==> src/sv/arpc_pkg.sv <==
// ----------------------------------------------------------------------------
// arpc_pkg
// Shared constants and memory word types for the ARP cache with aging.
// ----------------------------------------------------------------------------
package arpc_pkg;

  localparam int ENT_DEPTH = 32;
  localparam int REQ_DEPTH = 16;
  localparam int ENT_AW    = (ENT_DEPTH > 1) ? $clog2(ENT_DEPTH) : 1;
  localparam int REQ_AW    = (REQ_DEPTH > 1) ? $clog2(REQ_DEPTH) : 1;
  localparam int ENT_CW    = $clog2(ENT_DEPTH + 1);
  localparam int REQ_CW    = $clog2(REQ_DEPTH + 1);
  localparam int SCAN_W    = (ENT_CW > REQ_CW) ? ENT_CW : REQ_CW;

  // operation codes
  localparam logic [2:0] FN_TICK   = 3'd0;
  localparam logic [2:0] FN_LOOKUP = 3'd1;
  localparam logic [2:0] FN_INSERT = 3'd2;
  localparam logic [2:0] FN_QUEUE  = 3'd3;
  localparam logic [2:0] FN_REMOVE = 3'd4;
  localparam logic [2:0] FN_CLEAR  = 3'd5;

  // status codes
  localparam logic [1:0] ST_OK       = 2'd0;
  localparam logic [1:0] ST_FULL     = 2'd1;
  localparam logic [1:0] ST_NOTFOUND = 2'd2;

  // configuration register indexes
  localparam logic CFG_TIMEOUT   = 1'b0;
  localparam logic CFG_MAX_SENDS = 1'b1;

  localparam logic [14:0] TIMEOUT_RST   = 15'd30;
  localparam logic [7:0]  MAX_SENDS_RST = 8'd5;

  typedef struct packed {
    logic [31:0] ip;
    logic [47:0] mac;
    logic [15:0] stamp;
  } ent_word_t;

  typedef struct packed {
    logic [31:0] ip;
    logic [15:0] stamp;
    logic [7:0]  sends;
  } req_word_t;

  typedef struct packed {
    logic        hit;
    logic [47:0] mac_out;
    logic        request_pending;
    logic        resend;
    logic [31:0] resend_ip;
    logic [1:0]  status;
    logic        last;
  } result_t;

endpackage

==> src/sv/arp_cache_with_aging.sv <==
// ----------------------------------------------------------------------------
// arp_cache_with_aging
// IP-to-MAC cache and pending request table with aging and request retry.
// ----------------------------------------------------------------------------
// Usage:
//  - Command: raise start with func/ip_addr/mac_in; taken when busy is low.
//  - Results: each one shows for a single cycle with valid high; last marks
//    the final result of a command. The receiver cannot stall.
//  - Config: cfg_we/cfg_addr/cfg_wdata write timeout_seconds (0) or
//    max_sends (1); write only while idle.
//  - Both tables live in memories with registered read data and are kept
//    packed in insertion order. Each scan reads one slot per cycle; tick and
//    remove scans rewrite survivors at a lower write index, compacting in place.
//  - Passes: clear and unused codes answer straight from idle with no scan.
//    Lookup runs the entry pass, insert/queue/remove the request pass, and
//    tick the request pass and then the entry pass; an empty table shortens
//    its pass. Resend results stream out during the request pass.
//    The single memory read port per table paces each pass; busy stays high
//    for the whole scan.
//  - Reset: time, both fill counts and the config registers return to defaults;
//    memory contents are not cleared (fill counts guard them).
// ----------------------------------------------------------------------------
module arp_cache_with_aging (
  input  logic        clk,
  input  logic        rst,
  input  logic        start,
  output logic        busy,
  input  logic [2:0]  func,
  input  logic [31:0] ip_addr,
  input  logic [47:0] mac_in,
  input  logic        cfg_we,
  input  logic        cfg_addr,
  input  logic [14:0] cfg_wdata,
  output logic        valid,
  output logic        hit,
  output logic [47:0] mac_out,
  output logic        request_pending,
  output logic        resend,
  output logic [31:0] resend_ip,
  output logic [1:0]  status,
  output logic        last
);
  import arpc_pkg::*;

  localparam logic [1:0] S_IDLE = 2'd0;
  localparam logic [1:0] S_REQ  = 2'd1;
  localparam logic [1:0] S_ENT  = 2'd2;

  logic [1:0]        state;
  logic [2:0]        op;
  logic [31:0]       op_ip;
  logic [15:0]       now_time;
  logic [14:0]       timeout_seconds;
  logic [7:0]        max_sends;
  logic [ENT_CW-1:0] n_ent;
  logic [REQ_CW-1:0] n_req;
  logic [SCAN_W-1:0] rd_idx;
  logic [SCAN_W-1:0] wr_idx;
  logic              dv;
  logic              found;
  logic              ins_full;
  logic [47:0]       found_mac;

  ent_word_t ent_mem [ENT_DEPTH];
  req_word_t req_mem [REQ_DEPTH];
  ent_word_t ent_q;
  req_word_t req_q;

  logic              ent_we, req_we;
  logic [ENT_AW-1:0] ent_wa;
  logic [REQ_AW-1:0] req_wa;
  ent_word_t         ent_wd;
  req_word_t         req_wd;

  logic [SCAN_W-1:0] n_cur;
  logic              scanning, issue, scan_end;
  logic [15:0]       ent_age, req_age;
  logic              ent_due, req_due, req_drop, ent_match, req_match;
  logic              accept;
  logic              emit;
  result_t           res;

  assign busy   = (state != S_IDLE);
  assign accept = start && !busy;

  assign n_cur    = (state == S_ENT) ? SCAN_W'(n_ent) : SCAN_W'(n_req);
  assign scanning = (state == S_REQ) || (state == S_ENT);
  assign issue    = scanning && (rd_idx < n_cur);
  assign scan_end = scanning && !issue && !dv;

  // ages wrap modulo 2^16, timeout compares zero-extended
  assign ent_age   = now_time - ent_q.stamp;
  assign req_age   = now_time - req_q.stamp;
  assign ent_due   = ent_age >= {1'b0, timeout_seconds};
  assign req_due   = req_age >= {1'b0, timeout_seconds};
  assign req_drop  = req_due && (req_q.sends >= max_sends);
  assign ent_match = ent_q.ip == op_ip;
  assign req_match = req_q.ip == op_ip;

  // memory write ports: compaction write-back, insert append, queue append
  always_comb begin
    ent_we = 1'b0;
    ent_wa = wr_idx[ENT_AW-1:0];
    ent_wd = ent_q;
    req_we = 1'b0;
    req_wa = wr_idx[REQ_AW-1:0];
    req_wd = req_q;
    if (accept && func == FN_INSERT && n_ent < ENT_CW'(ENT_DEPTH)) begin
      ent_we = 1'b1;
      ent_wa = n_ent[ENT_AW-1:0];
      ent_wd = '{ip: ip_addr, mac: mac_in, stamp: now_time};
    end
    if (state == S_ENT && dv && op == FN_TICK && !ent_due) begin
      ent_we = 1'b1;
    end
    if (state == S_REQ && dv) begin
      if (op == FN_TICK && !req_drop) begin
        req_we = 1'b1;
        if (req_due) begin
          req_wd.stamp = now_time;
          req_wd.sends = req_q.sends + 8'd1;
        end
      end else if (op == FN_REMOVE && (found || !req_match)) begin
        req_we = 1'b1;
      end
    end
    if (state == S_REQ && scan_end && op == FN_QUEUE && !found &&
        n_req < REQ_CW'(REQ_DEPTH)) begin
      req_we = 1'b1;
      req_wa = n_req[REQ_AW-1:0];
      req_wd = '{ip: op_ip, stamp: now_time - {1'b0, timeout_seconds}, sends: 8'd0};
    end
  end

  always_ff @(posedge clk) begin
    if (ent_we) ent_mem[ent_wa] <= ent_wd;
    ent_q <= ent_mem[rd_idx[ENT_AW-1:0]];
    if (req_we) req_mem[req_wa] <= req_wd;
    req_q <= req_mem[rd_idx[REQ_AW-1:0]];
  end

  // result selection
  always_comb begin
    emit = 1'b0;
    res  = '0;
    unique case (state)
      S_IDLE: begin
        if (accept && func != FN_TICK && func != FN_LOOKUP && func != FN_INSERT &&
            func != FN_QUEUE && func != FN_REMOVE) begin
          emit     = 1'b1;
          res.last = 1'b1;
        end
      end
      S_REQ: begin
        if (dv && op == FN_TICK && req_due && !req_drop) begin
          emit          = 1'b1;
          res.resend    = 1'b1;
          res.resend_ip = req_q.ip;
        end
        if (scan_end && op != FN_TICK) begin
          emit     = 1'b1;
          res.last = 1'b1;
          if (op == FN_REMOVE && !found) res.status = ST_NOTFOUND;
          if (op == FN_INSERT) begin
            res.request_pending = found;
            if (ins_full) res.status = ST_FULL;
          end
          if (op == FN_QUEUE && !found && n_req >= REQ_CW'(REQ_DEPTH)) res.status = ST_FULL;
        end
      end
      S_ENT: begin
        if (scan_end) begin
          emit     = 1'b1;
          res.last = 1'b1;
          if (op == FN_LOOKUP) begin
            res.hit     = found;
            res.mac_out = found_mac;
          end
        end
      end
      default: ;
    endcase
  end

  always_ff @(posedge clk) begin
    if (rst) begin
      state           <= S_IDLE;
      valid           <= 1'b0;
      dv              <= 1'b0;
      now_time        <= '0;
      n_ent           <= '0;
      n_req           <= '0;
      timeout_seconds <= TIMEOUT_RST;
      max_sends       <= MAX_SENDS_RST;
    end else begin
      valid <= emit;
      dv    <= issue;
      if (issue) rd_idx <= rd_idx + 1'b1;
      if (cfg_we) begin
        if (cfg_addr == CFG_TIMEOUT) timeout_seconds <= cfg_wdata;
        else                         max_sends       <= cfg_wdata[7:0];
      end
      unique case (state)
        S_IDLE: begin
          if (accept) begin
            op        <= func;
            op_ip     <= ip_addr;
            rd_idx    <= '0;
            wr_idx    <= '0;
            found     <= 1'b0;
            found_mac <= '0;
            ins_full  <= n_ent >= ENT_CW'(ENT_DEPTH);
            unique case (func)
              FN_TICK: begin
                now_time <= now_time + 16'd1;
                state    <= S_REQ;
              end
              FN_LOOKUP: state <= S_ENT;
              FN_INSERT: begin
                if (n_ent < ENT_CW'(ENT_DEPTH)) n_ent <= n_ent + 1'b1;
                state <= S_REQ;
              end
              FN_QUEUE, FN_REMOVE: state <= S_REQ;
              FN_CLEAR: begin
                n_ent <= '0;
                n_req <= '0;
              end
              default: ;
            endcase
          end
        end
        S_REQ: begin
          if (dv) begin
            if (op == FN_TICK) begin
              if (!req_drop) wr_idx <= wr_idx + 1'b1;
            end else if (op == FN_REMOVE) begin
              if (!found && req_match) found  <= 1'b1;
              else                     wr_idx <= wr_idx + 1'b1;
            end else if (req_match) begin
              found <= 1'b1;
            end
          end
          if (scan_end) begin
            if (op == FN_TICK) begin
              n_req  <= wr_idx[REQ_CW-1:0];
              rd_idx <= '0;
              wr_idx <= '0;
              state  <= S_ENT;
            end else begin
              if (op == FN_REMOVE) n_req <= wr_idx[REQ_CW-1:0];
              if (op == FN_QUEUE && !found && n_req < REQ_CW'(REQ_DEPTH))
                n_req <= n_req + 1'b1;
              state <= S_IDLE;
            end
          end
        end
        S_ENT: begin
          if (dv) begin
            if (op == FN_TICK) begin
              if (!ent_due) wr_idx <= wr_idx + 1'b1;
            end else if (ent_match && !found) begin
              found     <= 1'b1;
              found_mac <= ent_q.mac;
            end
          end
          if (scan_end) begin
            if (op == FN_TICK) n_ent <= wr_idx[ENT_CW-1:0];
            state <= S_IDLE;
          end
        end
        default: state <= S_IDLE;
      endcase
    end
  end

  always_ff @(posedge clk) begin
    if (emit) begin
      hit             <= res.hit;
      mac_out         <= res.mac_out;
      request_pending <= res.request_pending;
      resend          <= res.resend;
      resend_ip       <= res.resend_ip;
      status          <= res.status;
      last            <= res.last;
    end
  end

endmodule
==> config.mk <==
export PLATFORM = sky130hd
export DESIGN_NAME = arp_cache_with_aging
export DESIGN_NICKNAME = d
export VERILOG_FILES = /design/src/sv/arpc_pkg.sv /design/src/sv/arp_cache_with_aging.sv
export SDC_FILE = /design/constraint.sdc
export NUM_CORES = 2
export LEC_CHECK = 0
export BUFFER_PORTS_ARGS = -buffer_cell sky130_fd_sc_hd__buf_2
export CAP_MARGIN = 20
export CORE_MARGIN = 5
export CORE_UTILIZATION = 57
export CTS_CLUSTER_DIAMETER = 150
export DETAILED_ROUTE_END_ITERATION = 12
export PLACE_DENSITY = 0.76
export SLEW_MARGIN = 20
export SYNTH_ARGS = -nofsm -noshare
export SYNTH_HDL_FRONTEND = slang
export SYNTH_SLANG_ARGS = --single-unit
==> constraint.sdc <==
create_clock -name clk -period 8.6 [get_ports clk]
set_clock_uncertainty 0.2 [all_clocks]
set_input_delay 0.86 -clock clk [delete_from_list [all_inputs] [get_ports clk]]
set_output_delay 0.86 -clock clk [all_outputs]
set_load 0.02 [all_outputs]
Word level (Yosys, flattened, before mapping)
Memories as Yosys holds them, arrays and structs flattened. A register that Yosys moved wholly into a read port is not among the register bits.
Index checks and enable logic that the tools add are counted.
{"block": "op_classes", "addsub": 9, "n_lt_le_gt_ge": 8, "eq_ne": 34, "mux": 81, "bitwise_logic": 4, "n_reduce_logical": 66}
{"operator": "$mux 48", "n": 4}
{"operator": "$mux 6", "n": 20}
{"operator": "$mux 96", "n": 1}
{"operator": "$pmux 48 s2", "n": 1}
{"operator": "$mux 24", "n": 3}
{"operator": "$eq 32x32->1", "n": 2}
{"operator": "$mux 56", "n": 1}
{"operator": "$pmux 6 s2", "n": 3}
{"operator": "$mux 5", "n": 7}
{"operator": "$mux 33", "n": 1}
{"operator": "$ge 16x15->1", "n": 2}
{"operator": "$logic_and 1x1->1", "n": 32}
{"operator": "$sub 16x16->16", "n": 2}
{"operator": "$mux 1", "n": 25}
{"operator": "$add 6x1->6 const B", "n": 3}
{"operator": "$ne 3x2->1 const B", "n": 6}
{"operator": "$pmux 6 s3", "n": 1}
{"operator": "$reduce_and 6->1", "n": 3}
{"operator": "$add 16x1->16 const B", "n": 1}
{"operator": "$ne 2x2->1 const B", "n": 8}
{"operator": "$sub 16x15->16", "n": 1}
{"operator": "$mux 2", "n": 7}
{"operator": "$eq 3x2->1 const B", "n": 4}
{"operator": "$reduce_and 3->1", "n": 4}
{"operator": "34 further kinds", "n": 60}
{"block": "totals", "reg_bits": 237, "mem_bits_rw": 3968, "out_inout_bits": 88, "elab_cells": 227, "n_memories": 2}
{"memory": "ent_mem", "depth": 32, "width": 96, "rd": 1, "rd_ports_with_merged_regs": 1, "wr": 1, "line_no": "arp_cache_with_aging.sv:64", "source": "ent_word_t ent_mem [ENT_DEPTH];"}
{"memory": "req_mem", "depth": 16, "width": 56, "rd": 1, "rd_ports_with_merged_regs": 1, "wr": 1, "line_no": "arp_cache_with_aging.sv:65", "source": "req_word_t req_mem [REQ_DEPTH];"}

Depth between registers and ports, before layout
{"block": "logic_depth", "word_depth": 14, "mapped_depth": 22, "mapped_depth_nobuf": 20}

Least setup slack after synthesis
No wires, ideal clock.
{"block": "synth_timing", "path_type": "reg-to-reg", "startpoint": "reg now_time[0]", "endpoint": "mem ent_mem[20][0] (netlist bit), enable pin", "setup_time_ns": 0.552, "arrival_time_ns": 7.609, "required_ns": 7.848, "slack_ns": 0.239, "path_stages_with_launch": 21, "n_path_buf": 0, "cell_sequence": "dfxtp_1 inv_1 ha_1 inv_1 fa_1 a21o_1 a21oi_1 o21bai_1 a31oi_1 o21bai_1 a21oi_1 xnor2_1 ha_1 a211oi_1 o211ai_1 a41o_1 o31ai_1 o31ai_1 nor3b_2 a32oi_1 nor2_1"}
{"block": "synth_between", "elab_chain_len": 7}
{"element": "from (decl)", "line_no": "arp_cache_with_aging.sv:52", "source": "logic [15:0] now_time;"}
{"element": "from (signal assigned)", "line_no": "arp_cache_with_aging.sv:215", "source": "now_time <= now_time + 16'd1;"}
{"element": "$sub 16x16->16", "line_no": "arp_cache_with_aging.sv:92", "source": "assign ent_age = now_time - ent_q.stamp;"}
{"element": "$ge 16x15->1", "line_no": "arp_cache_with_aging.sv:94", "source": "assign ent_due = ent_age >= {1'b0, timeout_seconds};"}
{"element": "$logic_not 1->1"}
{"element": "$logic_and 1x1->1", "line_no": "arp_cache_with_aging.sv:113", "source": "if (state == S_ENT && dv && op == FN_TICK && !ent_due) begin"}
{"element": "$mux 1", "line_no": "arp_cache_with_aging.sv:113"}
{"element": "$mux 1", "line_no": "arp_cache_with_aging.sv:136", "source": "if (ent_we) ent_mem[ent_wa] <= ent_wd;"}
{"element": "$mux 1 (not written as such)", "line_no": "arp_cache_with_aging.sv:136"}
{"element": "to (decl)", "line_no": "arp_cache_with_aging.sv:64"}
No other way between the ends.

Final worst setup path
{"block": "layout_timing", "startpoint": "reg now_time[0]", "endpoint": "mem ent_mem[15][45] (netlist bit), enable pin"}
Same word-level chain as after synthesis.

==> flow_summary.yaml <==
grt:
  grt_overflow: 0
  grt_pass1_wl_mm: 617.7
  grt_max_degree: 161
  first_global_vias: 86930
  antenna_found_initial: 33
  grt_util_all_layers: 0.2761
outcome:
  status: "finished clean"
yosys:
  synth_commonest_cells: "edfxtp_1 (4151), mux4_2 (972), mux2_2 (293), mux2i_1 (278), nand2_1 (225)"
  synth_enable_flop_cells: 4151
  ys_ff_latch: 4357
  muxShareOfSynthArea: 0.1653
  synth_compound_area_frac: 0.02688
  synth_top_family_by_area: "multiplexers"
  synth.cell_area_um2: 169200
  synth_xor_xnor_area_share: 0.006513
  async_reset_ff_frac: 0
  synth_nets: 8220
  ys_seq_area_frac: 0.7609
  synth_cell_type_count: 77
  synth.largest_area_cell: "edfxtp_1"
  synthCells: 8015
  post-synth-top-count-cell: "edfxtp_1"
  ys.flop_type: "edfxtp_1"
  synthAdderAreaFrac: 0.007674
  yosys_warnings: 0
  yosysTopAreaCellShare: 0.7365
  synthSimpleGateAreaFrac: 0.02023
  avgSynthCellArea_um2: 21.12
  synthTopCellsByArea: "edfxtp_1 (74%), mux4_2 (13%), dfxtp_1 (2.4%)"
power:
  swShare: 0.2748
  vdd_drop_max_v: 0.0004220
  power.share.sequential: 0.477
  combPwrFrac: 0.193
  static-leakage-power_nw: 60.80
  p_int_mw: 41.44
  p_sw_mw: 15.70
  p_per_area_nw_per_um2: 299.7
  power_frac_clock: 0.330
layout:
  area_growth_pct: 12.65
  layout-drive-gt1-share: 0.2701
  layout.nets: 8655
  finalCoreUtilization: 0.6435
  fillCellCount: 18700
floorplanning:
  io_pins: 191
  die_w_um: 554.9
  core_um2: 296300
  initial_utilization: 0.5712
  die_area_um2: 307900
  die_y_um: 554.9
  core.rowCount: 200
critical_path:
  slowest_stage: "nor3b_2"
  crit_arrival_ps: 7460
  crit_required_ps: 8980
  startpoint_type: "register"
  r2r_cells: 20
  critPathCaptureType: "register"
  path_cells: "inv_1 -> ha_1 -> inv_1 -> fa_1 -> a21o_1 -> a21oi_1 -> o21bai_1 -> a31oi_1 -> o21bai_1 -> a21oi_1 -> xnor2_1 -> ha_1 -> a211oi_1 -> o211ai_1 -> nor4_1 -> o31ai_1 -> nor3b_2 -> a32oi_2 -> nor2_4 -> buf_4"
  critPathMaxStageDelay_ps: 840
  worstPathMaxFanout: 31
  crit_type: "reg -> reg"
clock_network:
  clockBufferDepth: 4
  cts_max_level: 5
  numCtsBuffers: 422
  cts_root_buffer: "clkbuf_16"
  clock_latency_ps: 970
  cts_sinks: 4357
  postCtsSetupRepairBufs: 0
  cts_tree: "built"
  clk_pin_slew_ps: 60
drt:
  via_per_inst: 6.696
  drtAntennaViolNets: 0
  post_drt_wl_per_cell_um: 33.41
  first_pass_iters: 6
  post-route-drc-count: 0
  wl_mm: 426.5
  drt_iter0_drc: 12030
  vias: 85470
sta:
  max_freq_mhz: 141.3
  finalSetupTns_ps: 0
  hold_viol: 0
  fin_crit_ps: 7075
  rsz0062_at_grt: "no"
  fin_crit_sh: 0.8227
  worstMarginPinSlew_ps: 1192
  setup_violations: 0
  slew-limit-headroom: 0.2050
  slew_violations: 0
place:
  io_buffers: 190
  place.gp.congestion: 0.8262
  dpl.hpwl_mm: 225.0
worst_hold_path:
  min_path_cells: 1
  hold_path.class: "in -> reg"
flow_run:
  drv_cap: 0
-- routing by layer --
metal  global-route usage  part of all wire  vias to the layer above
met3              0.04981              0.11                      891
met2               0.4449              0.49                     5645
li1                     -                 -                    34170
met1               0.3887              0.37                    44750
met4              0.09343             0.037                       18
met5                    0           0.00022                        -
-- placed cells by master (no fill, tap or decap), types with 22 or more instances in the layout --
| cell type | n |
|---|---|
| a22oi_1 | 56 |
| clkinv_2 | 77 |
| nand2_1 | 224 |
| dlygate4sd3_1 | 44 |
| xor2_1 | 33 |
| clkbuf_16 | 423 |
| mux2_2 | 293 |
| o21ai_1 | 51 |
| buf_4 | 142 |
| nor2_1 | 78 |
| o21ai_0 | 138 |
| nor3_1 | 22 |
| mux4_2 | 972 |
| clkbuf_1 | 84 |
| o22ai_1 | 40 |
| o221ai_1 | 37 |
| clkinv_1 | 71 |
| nand3_1 | 29 |
| nor2b_1 | 23 |
| edfxtp_1 | 4151 |
| and3_1 | 63 |
| nand4_1 | 31 |
| nor2_4 | 40 |
| xnor2_1 | 91 |
| mux2i_1 | 278 |
| dfxtp_1 | 206 |
| a221oi_1 | 58 |
| buf_2 | 190 |
| bufinv_16 | 51 |
| inv_1 | 78 |
| buf_12 | 46 |
| clkbuf_8 | 29 |
| and2_1 | 88 |
| a21oi_1 | 191 |
| ha_1 | 98 |
-- final timing paths --
kind | start | end | slack, ps
worst max-delay path | now_time[0] | ent_mem[15][45] | 1530
worst min-delay path | ip_addr[6] | op_ip[6] | 40
worst max register to register | now_time[0] | ent_mem[15][45] | 1530
worst min register to register | timeout_seconds[10] | timeout_seconds[10] | 260
-- metrics by stage --
step	hold slack, ps	setup WS [ps]	power, mW	instance area [µm²]	std cells
3_3_place_gp	247.1	1785	38.14	175800	11920
2_1_floorplan	236.3	239.4	34.58	169200	8015
6_report	41.14	1525	57.14	190700	12760
4_1_cts	15.54	1625	57.33	190600	12750
5_1_grt	23.48	1263	59.12	190600	12760
3_5_place_dp	250.9	1675	38.50	175900	11920
-- critical path: cells and delay by family, from the launching register on --
kind / cells / cell delay (ps)
DFF: 1 / 370
adders and majority gates: 3 / 780
buffers and inverters: 3 / 780
AOI/OAI and AO/OA: 10 / 2420
xor gates and xnor gates: 1 / 80
and+or+nand+nor: 3 / 1990
-- area by class of cell --
class	count	area (µm²)	area share
sequential	4357	128800	0.6754
multi-input combinational	3165	38930	0.2042
clock buffer	536	11300	0.05927
tap	3939	4928	0.02585
timing repair buffer	425	3441	0.01805
clock inverter	253	2962	0.01553
inverter	79	296.5	0.001555
antenna	10	25.02	0.0001313
-- logic make-up (layout without fill, tap and decap cells) --
| logic type | after synthesis | count (layout) |
|---|---|---|
| AO/OA/AOI/OAI | 716 | 716 |
| XOR/XNOR | 125 | 125 |
| adder cells (fa/ha/maj) | 102 | 102 |
| buffers and inverters | 493 | 1293 |
| flip-flops | 4357 | 4357 |
| multiplexers | 1543 | 1543 |
| other | 0 | 10 |
| AND/OR/NAND/NOR | 679 | 679 |
-- sequential cells by signal, summed over array words and instances (netlist names), 2 cells and up --
name and flops:
wr_idx 6, ent_q 96, max_sends 8, n_ent 6, now_time 16, found_mac 48, op_ip 32, mac_out 48
req_q 56, state 2, rd_idx 6, timeout_seconds 15, ent_mem 3072, req_mem 896, op 3, status 2
resend_ip 32, n_req 5
-- timing repair --
item                      4_1_cts  5_1_grt
resized for setup               0        0
hold buffers                   44        0
hold endpoints to repair       52        0
-- power by group through the flow --
stage	registers [mW]	clock network, mW	logic [mW]
after floorplan	27.4	0	7.19
after CTS	27.2	19.1	11.0
final	27.3	18.9	11.0
after global routing	27.3	20.1	11.8
after detailed placement	27.7	0	10.8
after global placement	27.7	0	10.5
No activity file was read; power rests on OpenSTA's default activity.
